[src/rtl/utu8_pkg.sv]
// ----------------------------------------------------------------------------
// utu8_pkg
// Shared types, constants and encode helpers for the UTF-16/UTF-32 to UTF-8
// transcoder.
// ----------------------------------------------------------------------------
package utu8_pkg;

	localparam int CP_W = 21;

	typedef logic [CP_W-1:0] cp_t;

	// input_mode register values
	localparam logic MODE_UTF16 = 1'b0;
	localparam logic MODE_UTF32 = 1'b1;

	// surrogate prefixes (top six bits of a 16-bit unit)
	localparam logic [5:0] SURR_HIGH_TAG = 6'b110110;
	localparam logic [5:0] SURR_LOW_TAG  = 6'b110111;

	localparam cp_t        SUPP_BASE = 21'h010000;
	localparam logic [31:0] CP_MAX   = 32'h0010FFFF;

	localparam cp_t LIMIT_1B = 21'h000080;
	localparam cp_t LIMIT_2B = 21'h000800;
	localparam cp_t LIMIT_3B = 21'h010000;

	// sequence length minus one
	typedef enum logic [1:0] {
		LEN_1 = 2'd0,
		LEN_2 = 2'd1,
		LEN_3 = 2'd2,
		LEN_4 = 2'd3
	} seq_len_t;

	// one queued job: up to two code points produced by one item
	typedef struct packed {
		logic first_v;
		cp_t  first_cp;
		logic second_v;
		cp_t  second_cp;
	} job_t;

	function automatic seq_len_t utf8_len(input cp_t cp);
		seq_len_t l;
		if (cp < LIMIT_1B)      l = LEN_1;
		else if (cp < LIMIT_2B) l = LEN_2;
		else if (cp < LIMIT_3B) l = LEN_3;
		else                    l = LEN_4;
		return l;
	endfunction

	// byte idx of the UTF-8 sequence for cp
	function automatic logic [7:0] utf8_byte_at(input cp_t cp, input seq_len_t len,
		input logic [1:0] idx);
		logic [7:0] b;
		b = {2'b10, cp[5:0]};
		case (len)
			LEN_1: b = {1'b0, cp[6:0]};
			LEN_2: begin
				if (idx == 2'd0) b = {3'b110, cp[10:6]};
			end
			LEN_3: begin
				case (idx)
					2'd0: b = {4'b1110, cp[15:12]};
					2'd1: b = {2'b10, cp[11:6]};
					default: b = {2'b10, cp[5:0]};
				endcase
			end
			LEN_4: begin
				case (idx)
					2'd0: b = {5'b11110, cp[20:18]};
					2'd1: b = {2'b10, cp[17:12]};
					2'd2: b = {2'b10, cp[11:6]};
					default: b = {2'b10, cp[5:0]};
				endcase
			end
			default: b = {2'b10, cp[5:0]};
		endcase
		return b;
	endfunction

endpackage

[src/rtl/utu8_front.sv]
// ----------------------------------------------------------------------------
// utu8_front
// Accepts code units, tracks the held high surrogate and turns each item into
// a job of up to two code points for the back end.
// ----------------------------------------------------------------------------
module utu8_front import utu8_pkg::*; (
	input  logic        clk,
	input  logic        arst_n,
	input  logic        cfg_we,
	input  logic        cfg_wdata,
	input  logic        in_valid,
	output logic        in_stall,
	input  logic [31:0] code_unit,
	input  logic        string_end,
	input  logic        q_full,
	output logic        push,
	output job_t        job
);

	logic       mode_q;
	logic       held_v_q;
	logic [9:0] held_bits_q;

	logic       accept;
	logic       held_v_d;
	logic [9:0] held_bits_d;
	logic [15:0] u;
	logic       is_high;
	logic       is_low;
	cp_t        held_cp;
	cp_t        pair_cp;

	assign in_stall = q_full;
	assign accept   = in_valid && !q_full;

	assign u       = code_unit[15:0];
	assign is_high = (u[15:10] == SURR_HIGH_TAG);
	assign is_low  = (u[15:10] == SURR_LOW_TAG);
	assign held_cp = {5'd0, SURR_HIGH_TAG, held_bits_q};
	assign pair_cp = SUPP_BASE + {1'b0, held_bits_q, u[9:0]};

	// classify the item
	always_comb begin
		job         = '0;
		held_v_d    = held_v_q;
		held_bits_d = held_bits_q;
		if (mode_q == MODE_UTF32) begin
			held_v_d    = 1'b0;
			held_bits_d = '0;
			if (code_unit <= CP_MAX) begin
				job.first_v  = 1'b1;
				job.first_cp = code_unit[CP_W-1:0];
			end
		end else if (held_v_q && is_low) begin
			held_v_d     = 1'b0;
			held_bits_d  = '0;
			job.first_v  = 1'b1;
			job.first_cp = pair_cp;
		end else begin
			held_v_d    = 1'b0;
			held_bits_d = '0;
			if (held_v_q) begin
				job.first_v  = 1'b1;
				job.first_cp = held_cp;
			end
			if (is_high && !string_end) begin
				held_v_d    = 1'b1;
				held_bits_d = u[9:0];
			end else if (held_v_q) begin
				job.second_v  = 1'b1;
				job.second_cp = {5'd0, u};
			end else begin
				job.first_v  = 1'b1;
				job.first_cp = {5'd0, u};
			end
		end
	end

	assign push = accept && job.first_v;

	// mode register and held surrogate
	always_ff @(posedge clk or negedge arst_n) begin
		if (!arst_n) begin
			mode_q      <= MODE_UTF16;
			held_v_q    <= 1'b0;
			held_bits_q <= '0;
		end else begin
			if (cfg_we) mode_q <= cfg_wdata;
			if (accept) begin
				held_v_q    <= held_v_d;
				held_bits_q <= held_bits_d;
			end
		end
	end

endmodule

[src/rtl/utu8_queue.sv]
// ----------------------------------------------------------------------------
// utu8_queue
// Short job queue between front and back end.
// ----------------------------------------------------------------------------
module utu8_queue import utu8_pkg::*; #(
	parameter int DEPTH = 2
) (
	input  logic clk,
	input  logic arst_n,
	input  logic push,
	input  job_t push_job,
	input  logic pop,
	output logic full,
	output logic empty,
	output job_t head
);

	localparam int AW = (DEPTH > 1) ? $clog2(DEPTH) : 1;
	localparam int CW = $clog2(DEPTH + 1);
	localparam logic [AW-1:0] LAST_PTR = AW'(DEPTH - 1);
	localparam logic [CW-1:0] FULL_CNT = CW'(DEPTH);

	job_t          mem_q [DEPTH];
	logic [AW-1:0] wr_ptr_q;
	logic [AW-1:0] rd_ptr_q;
	logic [CW-1:0] count_q;

	assign full  = (count_q == FULL_CNT);
	assign empty = (count_q == '0);
	assign head  = mem_q[rd_ptr_q];

	// storage
	always_ff @(posedge clk) begin
		if (push) mem_q[wr_ptr_q] <= push_job;
	end

	// pointers and fill count
	always_ff @(posedge clk or negedge arst_n) begin
		if (!arst_n) begin
			wr_ptr_q <= '0;
			rd_ptr_q <= '0;
			count_q  <= '0;
		end else begin
			if (push) wr_ptr_q <= (wr_ptr_q == LAST_PTR) ? '0 : wr_ptr_q + 1'b1;
			if (pop)  rd_ptr_q <= (rd_ptr_q == LAST_PTR) ? '0 : rd_ptr_q + 1'b1;
			if (push && !pop)      count_q <= count_q + 1'b1;
			else if (pop && !push) count_q <= count_q - 1'b1;
		end
	end

endmodule

[src/rtl/utu8_back.sv]
// ----------------------------------------------------------------------------
// utu8_back
// Pops jobs and emits their UTF-8 bytes, one per cycle while out_stall is low,
// through an output register.
// ----------------------------------------------------------------------------
module utu8_back import utu8_pkg::*; (
	input  logic       clk,
	input  logic       arst_n,
	input  logic       q_empty,
	input  job_t       q_head,
	output logic       pop,
	output logic       out_valid,
	input  logic       out_stall,
	output logic [7:0] utf8_byte,
	output logic       run_last
);

	logic       busy_q;
	cp_t        cp_q;
	seq_len_t   len_q;
	logic [1:0] idx_q;
	logic       nxt_v_q;
	cp_t        nxt_cp_q;
	logic       out_valid_q;
	logic [7:0] byte_q;
	logic       last_q;

	logic adv;
	logic cp_end;
	logic job_end;

	assign adv     = busy_q && (!out_valid_q || !out_stall);
	assign cp_end  = (idx_q == len_q);
	assign job_end = cp_end && !nxt_v_q;
	assign pop     = !q_empty && (!busy_q || (adv && job_end));

	assign out_valid = out_valid_q;
	assign utf8_byte = byte_q;
	assign run_last  = last_q;

	// control
	always_ff @(posedge clk or negedge arst_n) begin
		if (!arst_n) begin
			busy_q      <= 1'b0;
			nxt_v_q     <= 1'b0;
			out_valid_q <= 1'b0;
		end else begin
			if (pop) begin
				busy_q  <= 1'b1;
				nxt_v_q <= q_head.second_v;
			end else if (adv && cp_end) begin
				if (nxt_v_q) nxt_v_q <= 1'b0;
				else         busy_q  <= 1'b0;
			end
			if (adv)             out_valid_q <= 1'b1;
			else if (!out_stall) out_valid_q <= 1'b0;
		end
	end

	// code point sequencer and output payload
	always_ff @(posedge clk) begin
		if (pop) begin
			cp_q     <= q_head.first_cp;
			len_q    <= utf8_len(q_head.first_cp);
			idx_q    <= '0;
			nxt_cp_q <= q_head.second_cp;
		end else if (adv) begin
			if (cp_end) begin
				cp_q  <= nxt_cp_q;
				len_q <= utf8_len(nxt_cp_q);
				idx_q <= '0;
			end else begin
				idx_q <= idx_q + 1'b1;
			end
		end
		if (adv) begin
			byte_q <= utf8_byte_at(cp_q, len_q, idx_q);
			last_q <= job_end;
		end
	end

endmodule

[src/rtl/utf16_utf32_to_utf8_transcoder_top.sv]
// An accepted item passes through the job queue and the byte sequencer to the
// output register. Throughput: one output byte per cycle while out_stall is
// low; an item that yields bytes yields 1 to 6 (typically 1 to 4), and the
// next job is popped as the last byte of the current one goes out. Items that
// yield nothing are still accepted. Input is taken while the job queue has
// room. Reset (arst_n low) clears mode to UTF-16 and drops any held surrogate and queued jobs.
// ----------------------------------------------------------------------------
// utf16_utf32_to_utf8_transcoder_top
// UTF-16 / UTF-32 code unit to UTF-8 byte stream transcoder.
// ----------------------------------------------------------------------------
module utf16_utf32_to_utf8_transcoder_top import utu8_pkg::*; #(
	parameter int QUEUE_DEPTH = 2
) (
	input  logic        clk,
	input  logic        arst_n,
	input  logic        cfg_we,
	input  logic        cfg_wdata,
	input  logic        in_valid,
	output logic        in_stall,
	input  logic [31:0] code_unit,
	input  logic        string_end,
	output logic        out_valid,
	input  logic        out_stall,
	output logic [7:0]  utf8_byte,
	output logic        run_last
);

	logic push;
	logic pop;
	logic q_full;
	logic q_empty;
	job_t push_job;
	job_t q_head;

	utu8_front u_front (
		.clk        (clk),
		.arst_n     (arst_n),
		.cfg_we     (cfg_we),
		.cfg_wdata  (cfg_wdata),
		.in_valid   (in_valid),
		.in_stall   (in_stall),
		.code_unit  (code_unit),
		.string_end (string_end),
		.q_full     (q_full),
		.push       (push),
		.job        (push_job)
	);

	utu8_queue #(
		.DEPTH (QUEUE_DEPTH)
	) u_queue (
		.clk      (clk),
		.arst_n   (arst_n),
		.push     (push),
		.push_job (push_job),
		.pop      (pop),
		.full     (q_full),
		.empty    (q_empty),
		.head     (q_head)
	);

	utu8_back u_back (
		.clk       (clk),
		.arst_n    (arst_n),
		.q_empty   (q_empty),
		.q_head    (q_head),
		.pop       (pop),
		.out_valid (out_valid),
		.out_stall (out_stall),
		.utf8_byte (utf8_byte),
		.run_last  (run_last)
	);

endmodule

[config.mk]
export PLATFORM = sky130hd
export DESIGN_NAME = utf16_utf32_to_utf8_transcoder_top
export DESIGN_NICKNAME = d
export VERILOG_FILES = /design/src/rtl/utu8_pkg.sv /design/src/rtl/utu8_front.sv /design/src/rtl/utu8_queue.sv /design/src/rtl/utu8_back.sv /design/src/rtl/utf16_utf32_to_utf8_transcoder_top.sv
export SDC_FILE = /design/constraint.sdc
export NUM_CORES = 1
export LEC_CHECK = 0
export ABC_AREA = 0
export BUFFER_PORTS_ARGS = -buffer_cell sky130_fd_sc_hd__buf_2
export CORE_AREA = 2 2 116 118
export CTS_CLUSTER_DIAMETER = 60
export DETAILED_ROUTE_END_ITERATION = 7
export DIE_AREA = 0 0 118 120
export PLACE_DENSITY = 0.68
export SLEW_MARGIN = 10
export SYNTH_ARGS = -nofsm -noshare
export SYNTH_HDL_FRONTEND = slang
export SYNTH_SLANG_ARGS = --single-unit
[constraint.sdc]
create_clock -name clk -period 12.94 [get_ports clk]
set_input_delay 1.294 -clock clk [delete_from_list [all_inputs] [get_ports clk]]
set_output_delay 1.294 -clock clk [all_outputs]
set_load 0.01 [all_outputs]
==> results.md, run 1 <==
* Origin of the worst min-delay path: u_back.busy_q
* Vias in the first global route at 3734
* Sequential fraction of the synthesis area at 0.666
* Post-DP HPWL at 8620 microns
* DRT Pass-1 Iters at 5
* Row count at 42
* Placed instance count at 673
* Die H at 120 microns
* Drt total wl at 12300 microns
* I/O Pins at 50
* Syn Nets at 511
* Most used DFF post-synth: edfxtp_1
* Yosys warning total at 0
* Fraction of layout cells with a size suffix above 1 at 0.214
* Lkg Pwr at 2.75 nW
* Final hold vios at 0
* Fin Setup TNS at 0 ns
* Setup bufs post-CTS at 0
* Clock Latency Late Sink at 0.42 ns
* Worst R2R Setup Slack at 10.04 ns
* Non-filler cells, final at 705
* Routed vias at 3916
* TritonCTS Buffers at 17
* Ant diodes at 0
* Placed Area at 6790 sq um
* DRC viols at 0
* Flop and latch count out of synthesis at 145
* Port bufs at 49
* Multi-input logic area at 2010 sq um
* Via/cell ratio at 5.55
* Largest area contributor in the netlist: edfxtp_1
* Largest net degree at the start of global routing at 58
* Post-synth ARST share at 0.131
* Crit path max fanout at 38
* H-tree Lvls at 4
* Full die area at 14200 sq um
* # resized after CTS at 0
* DRT antenna net count at 0
* Worst EP arrival at 3.15 ns
* Final setup fails at 0
* Core area at 13000 sq um
* Root buf cell: clkbuf_16
* Chip width at 118 microns
* Total power divided by cell area at 209 nW/um^2
* Slew HR at 0.272
* Hold endpoint: u_back.out_valid
* Synth Cell Area at 6370 sq um
* Clock Pin Slew Worst Setup and Hold Paths at 0.06 ns
* Maximum VDD drop at 0.0880 mV
* Final #Nets at 561
* Crit path kind: in2reg
* Global route overflow at 0
* Synth cell types at 57
* DR iter-0 viols at 281
* Cells along the critical path: buf_2 -> o41ai_1 -> nand4_1 -> a21o_1 -> nor3_2 -> buf_4
* GP Congestion at 0.866
* Worst R2R End: u_back.cp_q[20]
* Max Cap Viol at 0
* Final Max Tran Viols at 0
* Top post-synthesis cells by area: edfxtp_1, dfrtp_1, mux2i_1, mux2_2, nor2_1
* Max Buffers Root-to-Sink at 2
* R2R cell count at 5
* Maximum clock frequency at 0.323 GHz
* Hold path cells at 1
* Reg area at 4240 sq um
* Synth top area share at 0.585
* Period utilization at 0.239
* Layout fillers at 1060
* First-pass GRT wire length at 19900 microns
* Top delay family on crit path: compound AO/OA/AOI/OAI gates
* Class of the worst hold path: reg2reg
* Hold_buf cts at 0
* CP endpoint kind: flip-flop
* Clock Sink Count at 145
* Fin Clk Skew at 0.0119 ns
* Final instance area at 7360 sq um
* Initial antenna violation count at 0
* CP max-delay cell: buf_4
* Initial Util at 0.491
* WP buf/inv at 2
* GRT Total Usage at 0.185
* Post-synth EDFFs at 124
* RSZ-0062 raised after global routing: false
* Layout area overhead at 15.5%
* Cells after synthesis at 466
* Syn_area_per_cell at 13.7 sq um
* Run status: finished, final reports clean
* WP data required at 12.99 ns
* Drt wl/cell at 17.5 microns
* Startpoint types: input pin
* Post-layout min period at 3.09 ns
* CTS tree: yes
* Worst r2r src: u_back.len_q[1]
* Worst slew pin tran at 1.09 ns
* CP peak stage delay at 0.47 ns
[worst max-delay path by stage]
stage	startpoint	endpoint	slack, ns	cells after the start
after floorplan	code_unit[18]	u_queue.mem_q[0][0]	7.83	4
after global placement	code_unit[18]	u_queue.mem_q[0][2]	9.62	6
after detailed placement	code_unit[18]	u_queue.mem_q[1][21]	9.41	6
after CTS	code_unit[18]	u_queue.mem_q[1][35]	9.85	6
after global routing	code_unit[18]	u_queue.mem_q[0][25]	9.66	6
final	code_unit[18]	u_queue.mem_q[1][40]	9.85	6
[worst register-to-register path: stages, from the launching register on]
cell      delay [ns]
edfxtp_1        0.74
xor2_1          0.26
o41ai_4         0.36
buf_4           0.52
inv_2           0.21
o21ai_2         0.43
[flip-flops by register name (all words and copies together), names as in the netlist, 2 cells and up]
signal	count
u_back.cp_q	21
u_back.idx_q	2
u_back.len_q	2
u_back.nxt_cp_q	16
u_back.utf8_byte	8
u_front.held_bits_q	10
u_queue.count_q	2
u_queue.mem_q	76
[cell families after synthesis]
| group | share of synthesized area |
|---|---|
| and+or+nand+nor | 0.101 |
| AOI/OAI and AO/OA | 0.107 |
| muxes | 0.0805 |
| xor gates and xnor gates | 0.0124 |
| DFF | 0.666 |
| adders and majority gates | 0.0118 |
| buffers and inverters | 0.0212 |
[layout make-up]
type	instances	area share
clock buffer	17	0.0578
clock inverter	15	0.0184
inverter	10	0.00510
multi-input combinational	288	0.274
sequential	145	0.576
tap	176	0.0299
timing repair buffer	54	0.0384
[per-stage QoR]
step                hold WS [ns]   util  worst slack [ns]  total power [mW]
global route               0.534  0.567              9.66              1.62
floorplan                  0.470      -              7.83             0.985
finish                     0.516  0.567              9.85              1.54
global placement           0.486  0.523              9.62              1.08
detailed placement         0.495  0.523              9.41              1.09
CTS                        0.513  0.566              9.85              1.55
[where the power goes]
part	leakage (nW)	switching [mW]	total, mW	internal [mW]
logic	1.05	0.200	0.351	0.151
registers	1.42	0.0844	0.732	0.647
clock network	0.273	0.189	0.455	0.266
total	2.75	0.473	1.54	1.06
[synth_stat cells (all sizes together) (6+ instances only)]
library cell	n
edfxtp	124
buf	12
nor2	50
nor3	12
nand2	16
and2	18
mux2i	31
a22o	16
inv	10
o21ai	12
mux2	18
ha	6
dfrtp	19
clkbuf	11
a21oi	25
nand3	8
[metal layers]
metal | part of all wire | track usage | up-vias | wire length [microns]
met1 | 0.46 | 0.254 | 1877 | 5720
met4 | 0.029 | 0.0994 | 0 | 357
met3 | 0.046 | 0.0433 | 23 | 570
met2 | 0.46 | 0.275 | 128 | 5680
met5 | 0 | 0 | - | 0
li1 | - | - | 1888 | -
[layout by cell type, fill, tap and decap left out, types with 3 or more instances in the layout]
master	n
and2_1	17
a22o_1	16
clkinv_1	3
dfrtp_1	18
edfxtp_1	124
xor2_1	5
clkinv_4	5
nor2b_1	3
xnor2_1	4
buf_2	49
a21oi_1	25
o2bb2ai_1	5
a222oi_1	4
mux2_2	18
o21ai_0	10
nor2_1	50
mux2i_1	31
clkbuf_16	17
nand2_1	16
inv_6	3
or2_2	3
ha_1	6
nand3_1	8
buf_4	5
a221o_1	3
inv_1	9
nor4_1	5
a22oi_1	4
a31oi_1	4
a21o_1	3
nor3_1	10
Power figures use the tool's default switching activity.
==> run 2: changes to the inputs <==
- ABC_AREA: 0 -> 1
- CORE_AREA: 2 2 116 118 -> 2 2 120 122
- DIE_AREA: 0 0 118 120 -> 0 0 122 124
- PLACE_DENSITY: 0.68 -> 0.7
- clock period: 12.94 -> 2.7 ns (I/O delays scaled with it)
==> run 2 against run 1 <==
Compared with the run above:
- synthesized area increased by 7.4%
- register-to-register slack got worse by 9.5 ns
- global-route usage increased by 3.8 points
- critical endpoint is now u_back.cp_q[5]
==> results.md, run 2 <==
* Worst EP arrival at 2.24 ns (-0.91 ns)
* Post-DP HPWL at 11200 microns (+30%)
* Clock Power Share at 0.284 (-0.012)
* Sequential fraction of the synthesis area at 0.620 (-0.0460)
* Row count at 43 (+2.4%)
* Combinational share of power at 0.278 (+0.050)
* Max Buffers Root-to-Sink at 2 (unchanged)
* Slew HR at 0.272 (about the same)
* Hold endpoint: u_front.mode_q
* Maximum clock frequency at 0.454 GHz
* Origin of the worst min-delay path: cfg_wdata
* Core area at 13700 sq um (+5.7%)
* Port bufs at 49 (unchanged)
* CP endpoint kind: flip-flop
* Cells after synthesis at 706 (+52%)
* Top reg by flops: u_queue.mem_q
* Final #Nets at 804 (+43%)
* Root buf cell: clkbuf_16
* Largest regs: u_queue.mem_q: 76 flops, u_back.cp_q: 21 flops, u_back.nxt_cp_q: 16 flops
* Cell-internal power at 4.97 mW (+370%)
* Worst R2R End: u_back.cp_q[5]
* GP Congestion at 0.867 (+0.16%)
* Drt wl/cell at 16.1 microns (-8.0%)
* Hold_buf cts at 1 (+1)
* CP peak stage delay at 0.87 ns (+0.40 ns)
* DRT antenna net count at 0 (unchanged)
* Synth cell types at 41 (-28%)
* Total power divided by cell area at 983 nW/um^2 (+370%)
* R2R cell count at 3 (-2)
* Clock Pin Slew Worst Setup and Hold Paths at 0.06 ns (about the same)
* DRC viols at 0 (unchanged)
* Post-layout min period at 2.20 ns
* H-tree Lvls at 4 (unchanged)
* Layout area overhead at 13.9%
* DRT Pass-1 Iters at 5 (unchanged)
* Vias in the first global route at 4910 (+31%)
* WP data required at 2.74 ns (-10.25 ns)
* I/O Pins at 50 (unchanged)
* # resized after CTS at 0 (unchanged)
* Routed vias at 5063 (+29%)
* Final setup fails at 0 (unchanged)
* Global route overflow at 0 (unchanged)
* Most frequent cells in the layout: nand2_1, edfxtp_1, nand3_1
* Lkg Pwr at 3.38 nW (+23%)
* Most common cell after layout, fill and taps aside: nand2_1
* Syn Nets at 751 (+47%)
* Clock Sink Count at 145 (unchanged)
* Top post-synthesis cells by area: edfxtp_1, nand2_1, dfrtp_1, nand3_1, inv_1
* Class of the worst hold path: in2reg
* Crit path max fanout at 23 (-39%)
* Synth top area share at 0.544 (-0.0404)
* Final Max Tran Viols at 0 (unchanged)
* Syn_area_per_cell at 9.69 sq um (-29%)
* Worst r2r src: u_back.len_q[0]
* Die H at 124 microns (+3.3%)
* Yosys warning total at 0 (unchanged)
* First-pass GRT wire length at 25200 microns (+27%)
* Initial antenna violation count at 0 (unchanged)
* Max Cap Viol at 0 (unchanged)
* Clock Latency Late Sink at 0.42 ns (about the same)
* Full die area at 15100 sq um (+6.8%)
* Crit path kind: reg2reg
* CP max-delay cell: o21ai_2
* Run status: finished, final reports clean
* Via/cell ratio at 5.32 (-4.3%)
* GRT Total Usage at 0.223 (+0.0376)
* Synth Cell Area at 6840 sq um (+7.4%)
* Period utilization at 0.815
* Post-synth ARST share at 0.131 (unchanged)
* Drt total wl at 15300 microns (+24%)
* Setup bufs post-CTS at 0 (unchanged)
* Post-synth top cells: nand2_1, edfxtp_1, nand3_1, inv_1, nor2_1
* Hold path cells at 3 (+2)
* Max reg flops at 76 (unchanged)
* Maximum VDD drop at 0.484 mV (+450%)
* Most used DFF post-synth: edfxtp_1
* Ant diodes at 0 (unchanged)
* Sequential power share at 0.437 (-0.039)
* TritonCTS Buffers at 17 (unchanged)
* PnR Total Power at 7.66 mW (+400%)
* Fin Clk Skew at 0.00713 ns (-0.00474 ns)
* Most common cell in the netlist: nand2_1
* Initial Util at 0.499 (+0.00803)
* Post-synth EDFFs at 124 (unchanged)
* DR iter-0 viols at 398 (+42%)
* Startpoint types: flip-flop
* Fraction of layout cells with a size suffix above 1 at 0.142 (-0.0711)
* RSZ-0062 raised after global routing: false
* Flop and latch count out of synthesis at 145 (unchanged)
* Worst R2R Setup Slack at 0.50 ns (-9.54 ns)
* NetSw at 2.69 mW (+470%)
* Chip width at 122 microns (+3.4%)
* Fin Setup TNS at 0 ns (unchanged)
* Sw Share at 0.351 (+0.0437)
* CTS tree: yes
* Largest net degree at the start of global routing at 39 (-33%)
* Largest area contributor in the netlist: edfxtp_1
* Final hold vios at 0 (unchanged)
* Worst slew pin tran at 1.09 ns (-0.0000605 ns)
* Cells along the critical path: xnor2_1 -> nand2_1 -> o21ai_2
## run 2: cell types whose count changed in the layout (fill, tap and decap cells not counted), moves of 6 or more
cell / before / now
nand2_1: 16 / 247
nand3_1: 8 / 61
inv_1: 9 / 60
mux2i_1: 31 / 0
mux2_2: 18 / 0
and2_1: 17 / 0
a21oi_1: 25 / 9
a22o_1: 16 / 0
o21ai_0: 10 / 26
o22ai_1: 1 / 12
o21ai_1: 1 / 8
buf_4: 5 / 11
## run 2: per-stage QoR
stage                     area [sq um]  setup WS, ns  instances  hold slack (ns)   util
after floorplan                   6850         0.253        706          -0.0256      -
after global placement            7230         0.581        919            0.261  0.527
after detailed placement          7230         0.481        919            0.270  0.527
after CTS                         7790         0.465        952           0.0406  0.568
after global routing              7790         0.326        952           0.0660  0.568
final                             7790         0.499        952           0.0521  0.568
## run 2: cells by family (layout without fill, tap and decap cells)
family | after synthesis | in the layout | synth area share
adder cells (fa/ha/maj) | 6 | 6 | 0.0110
XOR/XNOR | 3 | 3 | 0.00384
flip-flops | 145 | 145 | 0.620
AO/OA/AOI/OAI | 70 | 70 | 0.0596
AND/OR/NAND/NOR | 389 | 389 | 0.241
buffers and inverters | 93 | 159 | 0.0649
## run 2: how the worst max path moves through the flow
stage | startpoint | endpoint | cells after the start
floorplan | u_front.mode_q | u_queue.mem_q[1][0] | 4
global placement | u_back.len_q[1] | u_back.cp_q[2] | 5
detailed placement | u_back.len_q[0] | u_back.cp_q[2] | 3
CTS | u_back.len_q[0] | u_back.cp_q[5] | 3
global route | u_back.len_q[0] | u_back.cp_q[11] | 3
finish | u_back.len_q[0] | u_back.cp_q[5] | 3
## run 2: critical path: cells and delay by family (launching register included)
family / cells / cell delay, ns
flops: 1 / 0.50
simple gates: 1 / 0.18
compound gates: 1 / 0.87
xor+xnor: 1 / 0.27
## run 2: layout make-up
type                            count  area [sq um]
Timing Repair Buffer               62           358
Clock inverter                     14           123
Fill cell                        1162          5930
Inverter                           65           246
Tap cell                          180           225
Sequential cell                   145          4240
Multi-Input combinational cell    468          2170
Clock buffer                       18           429
## run 2: per-layer routing
| metal | up-vias | track usage | part of all wire |
|---|---|---|---|
| li1 | 2482 | - | - |
| met1 | 2371 | 0.266 | 0.41 |
| met2 | 180 | 0.393 | 0.51 |
| met3 | 30 | 0.0517 | 0.055 |
| met4 | 0 | 0.0848 | 0.026 |
| met5 | - | 0 | 0 |
## run 2: power by group through the flow
stage | combinational (mW) | sequential, mW | clock (mW)
floorplan | 1.56 | 3.35 | 0
global placement | 2.10 | 3.39 | 0
detailed placement | 2.15 | 3.40 | 0
CTS | 2.16 | 3.35 | 2.21
global route | 2.43 | 3.41 | 2.30
finish | 2.13 | 3.35 | 2.18
